**config.mk**
```make
export PLATFORM = sky130hd
export DESIGN_NAME = i2c_port_expander_master_unit
export DESIGN_NICKNAME = d
export VERILOG_FILES = /design/src/rtl/core/i2cpe_pkg.sv /design/src/rtl/core/i2cpe_seq.sv /design/src/rtl/core/i2cpe_out.sv /design/src/rtl/core/i2c_port_expander_master_unit.sv
export SDC_FILE = /design/constraint.sdc
export NUM_CORES = 1
export LEC_CHECK = 0
export ABC_AREA = 1
export BUFFER_PORTS_ARGS = -buffer_cell sky130_fd_sc_hd__buf_2
export CAP_MARGIN = 0
export CORE_MARGIN = 4
export CORE_UTILIZATION = 50
export CTS_CLUSTER_DIAMETER = 50
export DETAILED_ROUTE_END_ITERATION = 6
export PLACE_DENSITY = 0.68
export SLEW_MARGIN = 0
export SYNTH_ARGS = -nofsm -noshare
export SYNTH_HDL_FRONTEND = slang
export SYNTH_SLANG_ARGS = --single-unit
```
**constraint.sdc**
```tcl
create_clock -name clock -period 2.7 [get_ports clock]
set_input_delay 0.27 -clock clock [delete_from_list [all_inputs] [get_ports clock]]
set_output_delay 0.27 -clock clock [all_outputs]
set_load 0.01 [all_outputs]
```
**src/rtl/core/i2cpe_pkg.sv**
```systemverilog
// Shared types and constants for the I2C port expander master.
`timescale 1ns / 1ps

package i2cpe_pkg;

   localparam int AddrWidth = 7;
   localparam int DataWidth = 8;

   localparam logic [AddrWidth-1:0] ADDR_RESET = 7'h20;

   // transaction status codes
   localparam logic [1:0] ST_OK        = 2'd0;
   localparam logic [1:0] ST_ADDR_NACK = 2'd1;
   localparam logic [1:0] ST_DATA_NACK = 2'd2;

   typedef struct packed {
      logic                 scl_level;
      logic                 sda_level;
      logic                 busy_res;
      logic                 done_res;
      logic [1:0]           status;
      logic [DataWidth-1:0] read_data;
   } rsp_type;

endpackage

```
**src/rtl/core/i2cpe_seq.sv**
```systemverilog
// Bus sequencer: state registers and per-tick next-state logic.
`timescale 1ns / 1ps

module i2cpe_seq (
   input  logic                                clock,
   input  logic                                reset,
   input  logic                                csr_write,
   input  logic [i2cpe_pkg::AddrWidth-1:0]     csr_data,
   input  logic                                step,
   input  logic                                req_request,
   input  logic                                req_opcode,
   input  logic [i2cpe_pkg::DataWidth-1:0]     req_write_data,
   input  logic                                req_sda_sample,
   output i2cpe_pkg::rsp_type                  rsp_c
);
   import i2cpe_pkg::*;

   localparam logic [3:0] PH_IDLE      = 4'd0;
   localparam logic [3:0] PH_START     = 4'd1;
   localparam logic [3:0] PH_SEND      = 4'd2;
   localparam logic [3:0] PH_SEND_TAIL = 4'd3;
   localparam logic [3:0] PH_ACK       = 4'd4;
   localparam logic [3:0] PH_RECV      = 4'd5;
   localparam logic [3:0] PH_RECV_TAIL = 4'd6;
   localparam logic [3:0] PH_NACK      = 4'd7;
   localparam logic [3:0] PH_STOP      = 4'd8;

   logic [AddrWidth-1:0] dev_addr_ff;
   logic [3:0]           phase_ff, phase_in;
   logic [1:0]           sub_ff, sub_in;
   logic [2:0]           bit_ff, bit_in;
   logic [DataWidth-1:0] shift_ff, shift_in;
   logic [DataWidth-1:0] latch_ff, latch_in;
   logic                 is_read_ff, is_read_in;
   logic [1:0]           stat_ff, stat_in;
   logic                 scl_ff, scl_in;
   logic                 sda_ff, sda_in;
   logic                 on_data_ff, on_data_in;
   rsp_type              res;

   always_comb begin
      phase_in   = phase_ff;
      sub_in     = sub_ff;
      bit_in     = bit_ff;
      shift_in   = shift_ff;
      latch_in   = latch_ff;
      is_read_in = is_read_ff;
      stat_in    = stat_ff;
      scl_in     = scl_ff;
      sda_in     = sda_ff;
      on_data_in = on_data_ff;
      res        = '0;

      if (phase_ff == PH_IDLE && req_request) begin
         is_read_in = req_opcode;
         latch_in   = req_write_data;
         shift_in   = {dev_addr_ff, req_opcode};
         stat_in    = ST_OK;
         on_data_in = 1'b0;
         bit_in     = '0;
         sub_in     = '0;
         phase_in   = PH_START;
      end

      res.busy_res = (phase_in != PH_IDLE);

      case (phase_in)
         PH_START: begin
            if (sub_in == 2'd0) begin
               scl_in = 1'b1;
               sda_in = 1'b1;
               sub_in = 2'd1;
            end else begin
               sda_in   = 1'b0;
               sub_in   = 2'd0;
               bit_in   = '0;
               phase_in = PH_SEND;
            end
         end
         PH_SEND: begin
            case (sub_in)
               2'd0: scl_in = 1'b0;
               2'd1: sda_in = shift_in[DataWidth-1];
               2'd2: scl_in = 1'b1;
               default: begin
                  scl_in   = 1'b0;
                  shift_in = {shift_in[DataWidth-2:0], 1'b0};
                  if (bit_in == 3'd7) begin
                     bit_in   = '0;
                     phase_in = PH_SEND_TAIL;
                  end else begin
                     bit_in = bit_in + 3'd1;
                  end
               end
            endcase
            sub_in = sub_in + 2'd1;
         end
         PH_SEND_TAIL: begin
            scl_in   = 1'b0;
            sub_in   = 2'd0;
            phase_in = PH_ACK;
         end
         PH_ACK: begin
            case (sub_in)
               2'd0: begin
                  scl_in = 1'b0;
                  sda_in = 1'b1;
               end
               2'd1: scl_in = 1'b1;
               2'd2: begin
                  scl_in = 1'b1;
                  if (req_sda_sample)
                     stat_in = on_data_in ? ST_DATA_NACK : ST_ADDR_NACK;
               end
               default: begin
                  scl_in = 1'b0;
                  if (stat_in != ST_OK || on_data_in) begin
                     phase_in = PH_STOP;
                  end else if (is_read_in) begin
                     shift_in = '0;
                     bit_in   = '0;
                     phase_in = PH_RECV;
                  end else begin
                     shift_in   = latch_in;
                     bit_in     = '0;
                     on_data_in = 1'b1;
                     phase_in   = PH_SEND;
                  end
               end
            endcase
            sub_in = sub_in + 2'd1;
         end
         PH_RECV: begin
            if (sub_in == 2'd0) begin
               scl_in = 1'b0;
               sda_in = 1'b1;
               sub_in = 2'd1;
            end else if (sub_in == 2'd1) begin
               scl_in = 1'b1;
               sub_in = 2'd2;
            end else begin
               scl_in   = 1'b1;
               shift_in = {shift_in[DataWidth-2:0], req_sda_sample};
               sub_in   = 2'd0;
               if (bit_in == 3'd7) begin
                  bit_in   = '0;
                  phase_in = PH_RECV_TAIL;
               end else begin
                  bit_in = bit_in + 3'd1;
               end
            end
         end
         PH_RECV_TAIL: begin
            scl_in   = 1'b0;
            sub_in   = 2'd0;
            phase_in = PH_NACK;
         end
         PH_NACK: begin
            case (sub_in)
               2'd0: scl_in = 1'b0;
               2'd1: sda_in = 1'b1;
               2'd2: scl_in = 1'b1;
               default: begin
                  scl_in   = 1'b0;
                  phase_in = PH_STOP;
               end
            endcase
            sub_in = sub_in + 2'd1;
         end
         PH_STOP: begin
            if (sub_in == 2'd0) begin
               scl_in = 1'b0;
               sda_in = 1'b0;
               sub_in = 2'd1;
            end else if (sub_in == 2'd1) begin
               scl_in = 1'b1;
               sub_in = 2'd2;
            end else begin
               sda_in       = 1'b1;
               res.done_res = 1'b1;
               res.status   = stat_in;
               res.read_data = (is_read_in && stat_in == ST_OK) ? shift_in : '0;
               sub_in       = 2'd0;
               phase_in     = PH_IDLE;
            end
         end
         default: begin
            // idle, or an unused code: release the bus
            scl_in   = 1'b1;
            sda_in   = 1'b1;
            phase_in = PH_IDLE;
         end
      endcase

      res.scl_level = scl_in;
      res.sda_level = sda_in;
   end

   assign rsp_c = res;

   always_ff @(posedge clock) begin
      if (reset) begin
         dev_addr_ff <= ADDR_RESET;
      end else if (csr_write) begin
         dev_addr_ff <= csr_data;
      end
   end

   always_ff @(posedge clock) begin
      if (reset) begin
         phase_ff   <= PH_IDLE;
         sub_ff     <= '0;
         bit_ff     <= '0;
         shift_ff   <= '0;
         latch_ff   <= '0;
         is_read_ff <= 1'b0;
         stat_ff    <= ST_OK;
         scl_ff     <= 1'b1;
         sda_ff     <= 1'b1;
         on_data_ff <= 1'b0;
      end else if (step) begin
         phase_ff   <= phase_in;
         sub_ff     <= sub_in;
         bit_ff     <= bit_in;
         shift_ff   <= shift_in;
         latch_ff   <= latch_in;
         is_read_ff <= is_read_in;
         stat_ff    <= stat_in;
         scl_ff     <= scl_in;
         sda_ff     <= sda_in;
         on_data_ff <= on_data_in;
      end
   end

   a_done_busy: assert property (@(posedge clock) disable iff (reset)
      rsp_c.done_res |-> rsp_c.busy_res)
      else $error("done without busy");

   a_quiet_fields: assert property (@(posedge clock) disable iff (reset)
      !rsp_c.done_res |-> (rsp_c.status == ST_OK && rsp_c.read_data == '0))
      else $error("status or read data set off the final tick");

   a_phase_legal: assert property (@(posedge clock) disable iff (reset)
      phase_ff <= PH_STOP)
      else $error("phase code out of range");

   a_idle_hold: assert property (@(posedge clock) disable iff (reset)
      (step && phase_ff == PH_IDLE && !req_request) |=> phase_ff == PH_IDLE)
      else $error("left idle without a request");

   a_data_nack_write: assert property (@(posedge clock) disable iff (reset)
      (rsp_c.done_res && rsp_c.status == ST_DATA_NACK) |-> !is_read_ff)
      else $error("data NACK reported on a read");

endmodule

```
**src/rtl/core/i2cpe_out.sv**
```systemverilog
// Result register stage with valid/ready toward the consumer.
`timescale 1ns / 1ps

module i2cpe_out (
   input  logic               clock,
   input  logic               reset,
   input  logic               in_valid,
   output logic               in_ready,
   input  i2cpe_pkg::rsp_type in_data,
   output logic               out_valid,
   input  logic               out_ready,
   output i2cpe_pkg::rsp_type out_data
);
   import i2cpe_pkg::*;

   logic    valid_ff;
   rsp_type data_ff;

   // a new item may enter whenever the held one is gone or leaves now
   assign in_ready  = !valid_ff || out_ready;
   assign out_valid = valid_ff;
   assign out_data  = data_ff;

   always_ff @(posedge clock) begin
      if (reset) begin
         valid_ff <= 1'b0;
      end else if (in_ready) begin
         valid_ff <= in_valid;
      end
   end

   always_ff @(posedge clock) begin
      if (in_valid && in_ready) begin
         data_ff <= in_data;
      end
   end

endmodule

```
**src/rtl/core/i2c_port_expander_master_unit.sv**
```systemverilog
// A result is on the rsp_ side in the cycle after its item is accepted.
// Throughput: one item per cycle; each item is one bus tick of the sequencer.
// The result register decouples the sides, so req_ready stays high while
// rsp_ready is high or no result is held.
// Reset (synchronous): sequencer idle, both bus lines released, address 0x20.
`timescale 1ns / 1ps

module i2c_port_expander_master_unit (
   input  logic                            clock,
   input  logic                            reset,
   input  logic                            csr_valid,
   output logic                            csr_ready,
   input  logic [i2cpe_pkg::AddrWidth-1:0] csr_data,
   input  logic                            req_valid,
   output logic                            req_ready,
   input  logic                            req_request,
   input  logic                            req_opcode,
   input  logic [i2cpe_pkg::DataWidth-1:0] req_write_data,
   input  logic                            req_sda_sample,
   output logic                            rsp_valid,
   input  logic                            rsp_ready,
   output logic                            rsp_scl_level,
   output logic                            rsp_sda_level,
   output logic                            rsp_busy_res,
   output logic                            rsp_done_res,
   output logic [1:0]                      rsp_status,
   output logic [i2cpe_pkg::DataWidth-1:0] rsp_read_data
);
   import i2cpe_pkg::*;

   rsp_type seq_rsp;
   rsp_type out_rsp;
   logic    step;

   assign csr_ready = 1'b1;
   assign step      = req_valid && req_ready;

   i2cpe_seq u_seq (
      .clock          (clock),
      .reset          (reset),
      .csr_write      (csr_valid && csr_ready),
      .csr_data       (csr_data),
      .step           (step),
      .req_request    (req_request),
      .req_opcode     (req_opcode),
      .req_write_data (req_write_data),
      .req_sda_sample (req_sda_sample),
      .rsp_c          (seq_rsp)
   );

   i2cpe_out u_out (
      .clock     (clock),
      .reset     (reset),
      .in_valid  (req_valid),
      .in_ready  (req_ready),
      .in_data   (seq_rsp),
      .out_valid (rsp_valid),
      .out_ready (rsp_ready),
      .out_data  (out_rsp)
   );

   assign rsp_scl_level = out_rsp.scl_level;
   assign rsp_sda_level = out_rsp.sda_level;
   assign rsp_busy_res  = out_rsp.busy_res;
   assign rsp_done_res  = out_rsp.done_res;
   assign rsp_status    = out_rsp.status;
   assign rsp_read_data = out_rsp.read_data;

endmodule
```
==> results of run 1 <==
==> per-layer routing <==
layer | up-vias | part of all wire [%] | global-route usage, %
li1 | 1517 | - | -
met2 | 90 | 45 | 32.8
met4 | 0 | 0.85 | 5.81
met5 | - | 0 | 0
met3 | 6 | 6.3 | 3.04
met1 | 1350 | 48 | 29.8
==> state kept, by name, summed over array words and instances (netlist names) <==
| register | count |
|---|---|
| u_seq.sda_ff | 1 |
| u_seq.sub_ff | 2 |
| u_seq.on_data_ff | 1 |
| u_seq.phase_ff | 4 |
| u_out.out_valid | 1 |
| u_seq.stat_ff | 2 |
| u_seq.shift_ff | 8 |
| u_seq.bit_ff | 3 |
| u_seq.scl_ff | 1 |
| u_seq.latch_ff | 8 |
| u_seq.is_read_ff | 1 |
| u_out.out_data | 14 |
| u_seq.dev_addr_ff | 7 |
==> logic make-up (layout without fill, tap and decap cells) <==
logic type,count (synthesis),in the layout
AO/OA/AOI/OAI,92,92
flip-flops,53,53
buffers and inverters,78,113
adder cells (fa/ha/maj),6,6
other,1,1
AND/OR/NAND/NOR,219,219
==> layout make-up <==
type	instances	share of cell area, %
inverters	62	6.77
flip-flops and latches	53	35.0
well taps	75	2.73
multi-input cells	318	46.1
repair buffers	43	6.63
clock inverters	3	0.765
clock buffers	5	2.00
==> through the flow <==
step / setup slack, ns / instances / hold WS [ns] / instance area (um^2) / total power [mW]
finish: 0.272 / 559 / 0.164 / 3440 / 1.73
global route: 0.0128 / 559 / 0.190 / 3440 / 1.82
CTS: 0.256 / 559 / 0.162 / 3430 / 1.73
detailed placement: 0.300 / 551 / 0.443 / 3340 / 1.26
global placement: 0.396 / 551 / 0.435 / 3340 / 1.25
floorplan: 0.429 / 449 / 0.366 / 3100 / 1.16
==> Yosys cell counts (2+ instances only) <==
library cell  number  share of area [%]
nand2_1          106                 13
nor2_1            60                7.3
inv_1             59                7.1
dfxtp_1           39                 25
o21ai_0           39                6.3
a21oi_1           27                4.4
nand3_1           27                4.4
edfxtp_1          14                 14
a21oi_2            7                2.0
clkbuf_1           7               0.85
ha_1               6                2.4
nand4_1            6                1.2
o21ai_1            6               0.97
buf_2              5               0.81
nand2_2            4               0.81
nand2_4            4                1.5
o211ai_1           4               0.97
buf_4              3               0.73
inv_2              3               0.36
a31oi_1            2               0.40
nand3_2            2               0.65
nor2_2             2               0.40
nor2_4             2               0.73
nor3_1             2               0.32
o21ai_2            2               0.56
==> timing repair <==
action	4_1_cts	5_1_grt
hold buffers	0	0
gates resized for setup	0	1
endpoints found under the setup margin	0	2
==> worst register-to-register path, delay by kind of cell, from the launching register on <==
kind                     cells  cell delay (ns)
AND/OR/NAND/NOR              8             1.16
adder cells (fa/ha/maj)      1             0.29
flip-flops                   1             0.40
AO/OA/AOI/OAI                1             0.22
buffers and inverters        3             0.29
==> layout by cell type (no fill, tap or decap), drive strengths merged, types with 4 or more instances in the layout <==
cell,n
nand2,114
nor2,65
inv,63
o21ai,47
buf,43
dfxtp,39
a21oi,35
nand3,29
edfxtp,14
nand4,7
ha,6
clkbuf,5
o211ai,4
==> worst paths after layout <==
| check | slack, ns | startpoint | endpoint | cells past startpoint |
|---|---|---|---|---|
| setup / recovery | 0.27 | u_seq.phase_ff[2] | u_seq.shift_ff[3] | 13 |
| hold / removal | 0.16 | csr_data[5] | u_seq.dev_addr_ff[5] | 3 |
| setup reg to reg | 0.27 | u_seq.phase_ff[2] | u_seq.shift_ff[3] | 13 |
| hold reg to reg | 0.46 | u_seq.latch_ff[0] | u_seq.latch_ff[0] | 2 |
==> power groups by stage <==
stage,registers (mW),logic [mW],clock network [mW]
5_1_grt,0.898,0.398,0.523
3_3_place_gp,0.909,0.345,0
3_5_place_dp,0.910,0.347,0
4_1_cts,0.892,0.349,0.491
2_1_floorplan,0.912,0.250,0
6_report,0.893,0.352,0.483
==> flow_summary.yaml, run 1 <==
status:
  outcome: "complete, no violations"
drt:
  via_per_inst: 5.30
  wl_per_cell_um: 13.6
  drt_pass1_iterations: 4
  drt-initial-drc-count: 182
  antenna_left: 0
  dr_total_vias: 2963
  route.detailed.drc: 0
  wl_um: 7620
grt:
  grt_overflow: 0
  grt_pass1_vias: 2658
  grt_max_degree: 26
  track_usage_pct: 20.8
  antenna_found_initial: 0
  grt_pass1_wl_um: 12600
power:
  p_seq_share_pct: 51.7
  netSwitchingFraction_pct: 32.1
  power_frac_clock_pct: 27.9
  p_per_area_nw_per_um2: 503
  peakVddDrop_uv: 302
  combPwrFrac_pct: 20.4
  intPower_mw: 1.17
  p_sw_uw: 555
  p_leak_nw: 1.62
setup_path:
  cp_slowest_cell: "dfxtp_1"
  max_stage_delay_ns: 0.40
  crit_family: "simple AND/OR/NAND/NOR gates"
  critical_path_class: "reg -> reg"
  end_kind: "flop"
  crit_arrival_ns: 2.65
  cp-start-kind: "flop"
  cp_num_buf_inv: 3
  cp_max_fo: 8
  critPathRequiredTime_ns: 2.92
  crit_chain: "nor2_4 > nand3_2 > nand2_1 > inv_1 > ha_1 > nor2_1 > inv_1 > a21oi_4 > nand3_2 > nand2_1 > nand3_1 > nand2_1 > inv_1"
yosys:
  netlist_area_um2: 3100
  synthCells: 449
  synth_simple_gate_area_share_pct: 31.5
  seq_area_frac_synth_pct: 38.7
  synthXorXnorAreaFrac_pct: 0
  synth_edf_count: 14
  synth_flop_cell: "dfxtp_1"
  async_flop_share_pct: 0
  synthAdderAreaFrac_pct: 2.42
  synthMuxAreaShare_pct: 0
  syn_area_per_cell_um2: 6.91
  synth_top_family_by_area: "simple AND/OR/NAND/NOR gates"
  yosys_warnings: 0
  synth_compound_area_share_pct: 17.0
  netlist-cell-type-count: 36
  ys_ff_latch: 53
  syn_nets: 478
timing:
  fin_worst_skew_ns: 0.00777
  period_share_pct: 89.9
  tightest_slew_ns: 0.764
  tns_ns: 0
  period_minus_slack_ns: 2.43
  finalHoldViolCount: 0
  relSlewSlack_pct: 49.0
  rsz0062_at_grt: "false"
  finalMaxSlewViolations: 0
  clock.fmax_ghz: 0.412
  setup_viol: 0
final_layout:
  finish.utilization_pct: 57.7
  area_growth_pct: 10.8
  multi_input_area_um2: 1590
  regArea_um2: 1200
  nNetsFinal: 512
  fill_cells: 607
  insertedDiodeCount: 0
  drive_gt1_share_pct: 16.9
floorplan:
  die-area_um2: 7530
  die_height_um: 86.8
  rows: 28
  floorplan.initialDensity_pct: 52.1
  core-area_um2: 5960
  die_w_um: 86.8
  io_pins: 40
cts:
  max-clock-path-buffers: 2
  post_cts_buffers: 0
  clock_sinks: 53
  cts_tree: "yes"
  clkTransAtPathRegs_ns: 0.11
  cts_buffers: 5
  cts_root_buffer: "clkbuf_8"
  htreeDepth: 2
  clk_latency_ns: 0.31
worst_hold_path:
  hp-class: "in -> reg"
placement:
  dp_hpwl_um: 5540
  io_buffers: 38
  gp_congestion: 0.947
run:
  drv_cap: 0
No activity file was read; power rests on OpenSTA's default activity.
==> run 2, diff against run 1 <==
==> constraint.sdc (replaced) <==
create_clock -name clock -period 2.8 [get_ports clock]
set_input_delay 0.28 -clock clock [delete_from_list [all_inputs] [get_ports clock]]
set_output_delay 0.28 -clock clock [all_outputs]
set_load 0.01 [all_outputs]
==> run 2 against run 1 <==
Setup slack gained 0.028 ns. Register-to-register slack better by 0.03 ns. Clock skew grew 0.0024 ns. Critical path depth unchanged. Cell count decreased by 0.36%. Sequential cell count stayed put. Power grew 3.8%. Global-route usage grew 0.90 points. Sequential share of layout area is 0.28 points lower. Routed wire length is 2.1% higher. Hold slack improved by 0.023 ns. Combinational power is 4% lower. Critical path type unchanged.
==> flow_summary.yaml, run 2 (same netlist as run 1, synthesis figures left out) <==
cts:
  clk_latency_ns: 0.31
  post_cts_buffers: 0
  cts_root_buffer: "clkbuf_8"
  cts_buffers: 5
  htreeDepth: 2
  clock_sinks: 53
  clkTransAtPathRegs_ns: 0.10
  max-clock-path-buffers: 2
  hold_buffers: 0
  cts_tree: "yes"
  cts_repair_resize_count: 0
setup_path:
  cp_slowest_cell: "dfxtp_1"
  max_stage_delay_ns: 0.40
  crit_arrival_ns: 2.72
  crit_chain: "nor2_4 > nand3_4 > nand2_1 > inv_1 > ha_1 > nor2_1 > inv_1 > a21oi_4 > nand3_2 > nand2_1 > nand3_1 > nand2_1 > inv_1"
  critical_path_class: "reg -> reg"
  cp_num_buf_inv: 3
  cp_max_fo: 11
  crit_family: "simple AND/OR/NAND/NOR gates"
  end_kind: "flop"
  critPathRequiredTime_ns: 3.02
  cp-start-kind: "flop"
final_layout:
  insertedDiodeCount: 0
  layout_common_cells: "106 x nand2_1, 60 x nor2_1, 59 x inv_1"
  largest_reg_flops: 14
  stdcell_count: 557
  nNetsFinal: 510
  fill_cells: 619
  area_growth_pct: 11.7
  mostFrequentLayoutCell: "nand2_1"
  drive_gt1_share_pct: 16.4
timing:
  clock.fmax_ghz: 0.400
  period_share_pct: 89.3
  fin_worst_skew_ns: 0.0101
  layout_setup_ws_ns: 0.300
  setup_viol: 0
  rsz0062_at_grt: "false"
  relSlewSlack_pct: 49.3
  finalMaxSlewViolations: 0
  tightest_slew_ns: 0.760
  period_minus_slack_ns: 2.50
  finalHoldViolCount: 0
  tns_ns: 0
drt:
  wl_um: 7780
  wl_per_cell_um: 14.0
  via_per_inst: 5.22
  drt_pass1_iterations: 5
  drt-initial-drc-count: 183
  route.detailed.drc: 0
  antenna_left: 0
  dr_total_vias: 2907
grt:
  grt_max_degree: 26
  antenna_found_initial: 0
  grt_pass1_vias: 2780
  grt_pass1_wl_um: 13100
  grt_overflow: 0
  track_usage_pct: 21.7
power:
  combPwrFrac_pct: 18.8
  power_frac_clock_pct: 33.2
  peakVddDrop_uv: 466
  p_leak_nw: 1.63
  p_seq_share_pct: 48.0
  intPower_mw: 1.27
  p_per_area_nw_per_um2: 518
  netSwitchingFraction_pct: 29.2
  p_sw_uw: 523
worst_hold_path:
  hp-class: "in -> reg"
placement:
  dp_hpwl_um: 5650
  placed_cells: 549
  gp_congestion: 0.917
  io_buffers: 38
  post-place-ws_ns: 0.222
floorplan:
  die-area_um2: 7530
  die_height_um: 86.8
  core-area_um2: 5960
  io_pins: 40
  floorplan.initialDensity_pct: 52.1
  die_w_um: 86.8
  rows: 28
run:
  drv_cap: 0
status:
  outcome: "complete, no violations"
run 2: changes by cell type in the layout (fill, tap and decap cells not counted), sizes merged:
cell,change
bufinv,+1
clkbuf,+1
buf,-2
clkinvlp,-2
run 2: stage by stage:
| stage | cell area, um^2 | util [%] | hold slack [ns] | power (mW) |
|---|---|---|---|---|
| 2_1_floorplan | 3100 | - | 0.376 | 1.12 |
| 3_3_place_gp | 3320 | 55.8 | 0.434 | 1.21 |
| 3_5_place_dp | 3320 | 55.8 | 0.442 | 1.21 |
| 4_1_cts | 3460 | 58.0 | 0.180 | 1.80 |
| 5_1_grt | 3460 | 58.2 | 0.180 | 1.89 |
| 6_report | 3460 | 58.2 | 0.187 | 1.79 |
run 2: tightest hold or removal path, delay by kind of cell:
kind	cells	cell delay, ns
buffers and inverters	1	0.08
AND/OR/NAND/NOR	2	0.11
run 2: final cells by class:
class                      instances  area [um^2]  area share, %
multi-input combinational        318         1590           45.9
inverter                          62          233           6.72
sequential                        53         1200           34.7
clock buffer                       6         93.8           2.71
tap                               75         93.8           2.71
clock inverter                     2         38.8           1.12
timing repair buffer              41          213           6.14
run 2: worst paths after layout:
| path | startpoint | endpoint | slack [ns] | cells after the start |
|---|---|---|---|---|
| worst min-delay path | csr_data[5] | u_seq.dev_addr_ff[5] | 0.19 | 3 |
| worst max register to register | u_seq.phase_ff[2] | u_seq.shift_ff[3] | 0.30 | 13 |
| worst min register to register | u_seq.latch_ff[0] | u_seq.latch_ff[0] | 0.45 | 2 |
| worst max-delay path | u_seq.phase_ff[2] | u_seq.shift_ff[3] | 0.30 | 13 |
run 2: routing by layer:
| layer | wire length, um | up-vias | GRT usage (%) |
|---|---|---|---|
| met2 | 3570 | 73 | 34.9 |
| met5 | 0 | - | 0 |
| met4 | 85 | 0 | 5.24 |
| met1 | 3740 | 1318 | 31.0 |
| met3 | 385 | 9 | 2.95 |
| li1 | - | 1507 | - |
run 2: power groups by stage:
stage / clock (mW) / combinational [mW] / sequential [mW]
after global routing: 0.634 / 0.386 / 0.867
after detailed placement: 0 / 0.334 / 0.878
final: 0.595 / 0.338 / 0.861
after floorplan: 0 / 0.241 / 0.879
after CTS: 0.608 / 0.336 / 0.861
after global placement: 0 / 0.332 / 0.877
==> run 3, diff against run 2 <==
--- a/config.mk
+++ b/config.mk
@@ -8,11 +8,13 @@
 export ABC_AREA = 1
 export BUFFER_PORTS_ARGS = -buffer_cell sky130_fd_sc_hd__buf_2
 export CAP_MARGIN = 0
+export CELL_PAD_IN_SITES_DETAIL_PLACEMENT = 0
+export CELL_PAD_IN_SITES_GLOBAL_PLACEMENT = 1
 export CORE_MARGIN = 4
-export CORE_UTILIZATION = 50
+export CORE_UTILIZATION = 45
 export CTS_CLUSTER_DIAMETER = 50
 export DETAILED_ROUTE_END_ITERATION = 6
-export PLACE_DENSITY = 0.68
+export PLACE_DENSITY = 0.83
 export SLEW_MARGIN = 0
 export SYNTH_ARGS = -nofsm -noshare
 export SYNTH_HDL_FRONTEND = slang
==> run 3 against run 2 <==
Count of clock-buffer cells in the layout is 1 lower. Non-clock buffer count is 1 higher. Sequential share of layout area is 0.30 points higher. Largest cell class unchanged.
==> flow_summary.yaml, run 3 (same netlist as run 1, synthesis figures left out) <==
timing:
  clock.fmax_ghz: 0.397
  fin_worst_skew_ns: 0.00594
  tns_ns: 0
  rsz0062_at_grt: "false"
  period_share_pct: 90.0
  finalHoldViolCount: 0
  relSlewSlack_pct: 49.7
  finalMaxSlewViolations: 0
  tightest_slew_ns: 0.754
  period_minus_slack_ns: 2.52
  setup_viol: 0
cts:
  hold_buffers: 0
  cts_buffers: 5
  post_cts_buffers: 0
  clock_sinks: 53
  cts_root_buffer: "clkbuf_8"
  cts_repair_resize_count: 0
  cts_tree: "yes"
  max-clock-path-buffers: 2
  clk_latency_ns: 0.31
  htreeDepth: 2
  clkTransAtPathRegs_ns: 0.11
setup_path:
  critical_path_class: "reg -> reg"
  cp_max_fo: 11
  critPathRequiredTime_ns: 3.03
  reg2reg_to: "u_seq.shift_ff[2]"
  cp-start-kind: "flop"
  end_kind: "flop"
  r2r_cells: 13
  crit_arrival_ns: 2.75
  rrSetupSlack_ns: 0.28
  r2r-start: "u_seq.phase_ff[2]"
power:
  p_sw_uw: 538
  intPower_mw: 1.13
  combPwrFrac_pct: 20.6
  total_power_mw: 1.67
  p_leak_nw: 1.62
  peakVddDrop_uv: 261
  p_seq_share_pct: 51.7
  power_frac_clock_pct: 27.7
  netSwitchingFraction_pct: 32.3
  p_per_area_nw_per_um2: 486
floorplan:
  rows: 29
  io_pins: 40
  die_height_um: 91.0
  core-area_um2: 6530
  die-area_um2: 8280
  floorplan.initialDensity_pct: 47.5
  die_w_um: 91.0
grt:
  grt_pass1_vias: 2651
  track_usage_pct: 19.5
  antenna_found_initial: 0
  grt_pass1_wl_um: 13300
  grt_max_degree: 26
  grt_overflow: 0
drt:
  wl_per_cell_um: 14.3
  wl_um: 7980
  route.detailed.drc: 0
  antenna_left: 0
  drt_pass1_iterations: 5
  dr_total_vias: 2900
  via_per_inst: 5.18
  drt-initial-drc-count: 232
worst_hold_path:
  hp-class: "in -> reg"
  worstHoldStart: "csr_data[5]"
  hold_path_depth: 3
  holdPathEnd: "u_seq.dev_addr_ff[5]"
run:
  drv_cap: 0
placement:
  io_buffers: 38
  gp_congestion: 0.885
  dp_hpwl_um: 5860
final_layout:
  layout_common_cells: "106 x nand2_1, 60 x nor2_1, 59 x inv_1"
  insertedDiodeCount: 0
  largest_reg_flops: 14
  drive_gt1_share_pct: 16.6
  nNetsFinal: 511
  area_growth_pct: 10.7
  mostFrequentLayoutCell: "nand2_1"
status:
  outcome: "complete, no violations"
==> run 3: cell types whose count changed in the layout (fill, tap and decap cells not counted) <==
| cell | delta |
|---|---|
| clkinv_4 | +1 |
| clkbuf_16 | -1 |
| bufinv_16 | -1 |
| inv_4 | +1 |
| buf_4 | +1 |
==> run 3: power by group through the flow <==
stage	sequential, mW	clock, mW	combinational [mW]
after floorplan	0.879	0	0.241
after global placement	0.877	0	0.336
after detailed placement	0.878	0	0.339
after CTS	0.861	0.478	0.341
after global routing	0.867	0.515	0.386
final	0.861	0.462	0.344
==> run 3: routing by layer <==
metal	vias up	track usage, %	routed length [um]
li1	1507	-	-
met1	1300	29.0	3990
met2	85	29.5	3470
met3	8	3.47	438
met4	0	4.02	84
met5	-	0	0
==> run 3: worst max-delay path by stage <==
| stage | from | end | slack, ns | cells past startpoint |
|---|---|---|---|---|
| floorplan | u_seq.phase_ff[2] | u_seq.shift_ff[2] | 0.53 | 14 |
| global placement | u_seq.phase_ff[2] | u_seq.shift_ff[2] | 0.27 | 13 |
| detailed placement | u_seq.phase_ff[2] | u_seq.shift_ff[2] | 0.20 | 13 |
| CTS | u_seq.phase_ff[2] | u_seq.shift_ff[2] | 0.18 | 13 |
| global route | u_seq.phase_ff[2] | u_out.out_data[7] | 0.02 | 10 |
| finish | u_seq.phase_ff[2] | u_seq.shift_ff[2] | 0.28 | 13 |
==> run 3: cell type report <==
cell class                 instances  area (um^2)
multi-input combinational        318         1590
clock buffer                       5         68.8
clock inverter                     3         23.8
tap                               77         96.3
fill                             688         3100
inverter                          62          233
timing repair buffer              42          220
sequential                        53         1200
==> run 3: critical path, stage by stage, from the launching register on <==
cell     delay, ns
dfxtp_1       0.40
nor2_4        0.22
nand3_4       0.19
nand2_1       0.18
inv_1         0.10
ha_1          0.29
nor2_1        0.22
inv_1         0.15
a21oi_4       0.21
nand3_2       0.20
nand2_1       0.11
nand3_1       0.07
nand2_1       0.06
inv_1         0.03
==> run 3: metrics by stage <==
| stage | cell area, um^2 | setup slack [ns] | utilization (%) | instances | hold slack [ns] |
|---|---|---|---|---|---|
| after CTS | 3430 | 0.178 | 52.5 | 560 | 0.168 |
| after global routing | 3430 | 0.0166 | 52.6 | 560 | 0.176 |
| after floorplan | 3100 | 0.529 | - | 449 | 0.376 |
| after global placement | 3330 | 0.266 | 51.0 | 552 | 0.434 |
| after detailed placement | 3330 | 0.195 | 51.0 | 552 | 0.443 |
| final | 3430 | 0.279 | 52.6 | 560 | 0.176 |
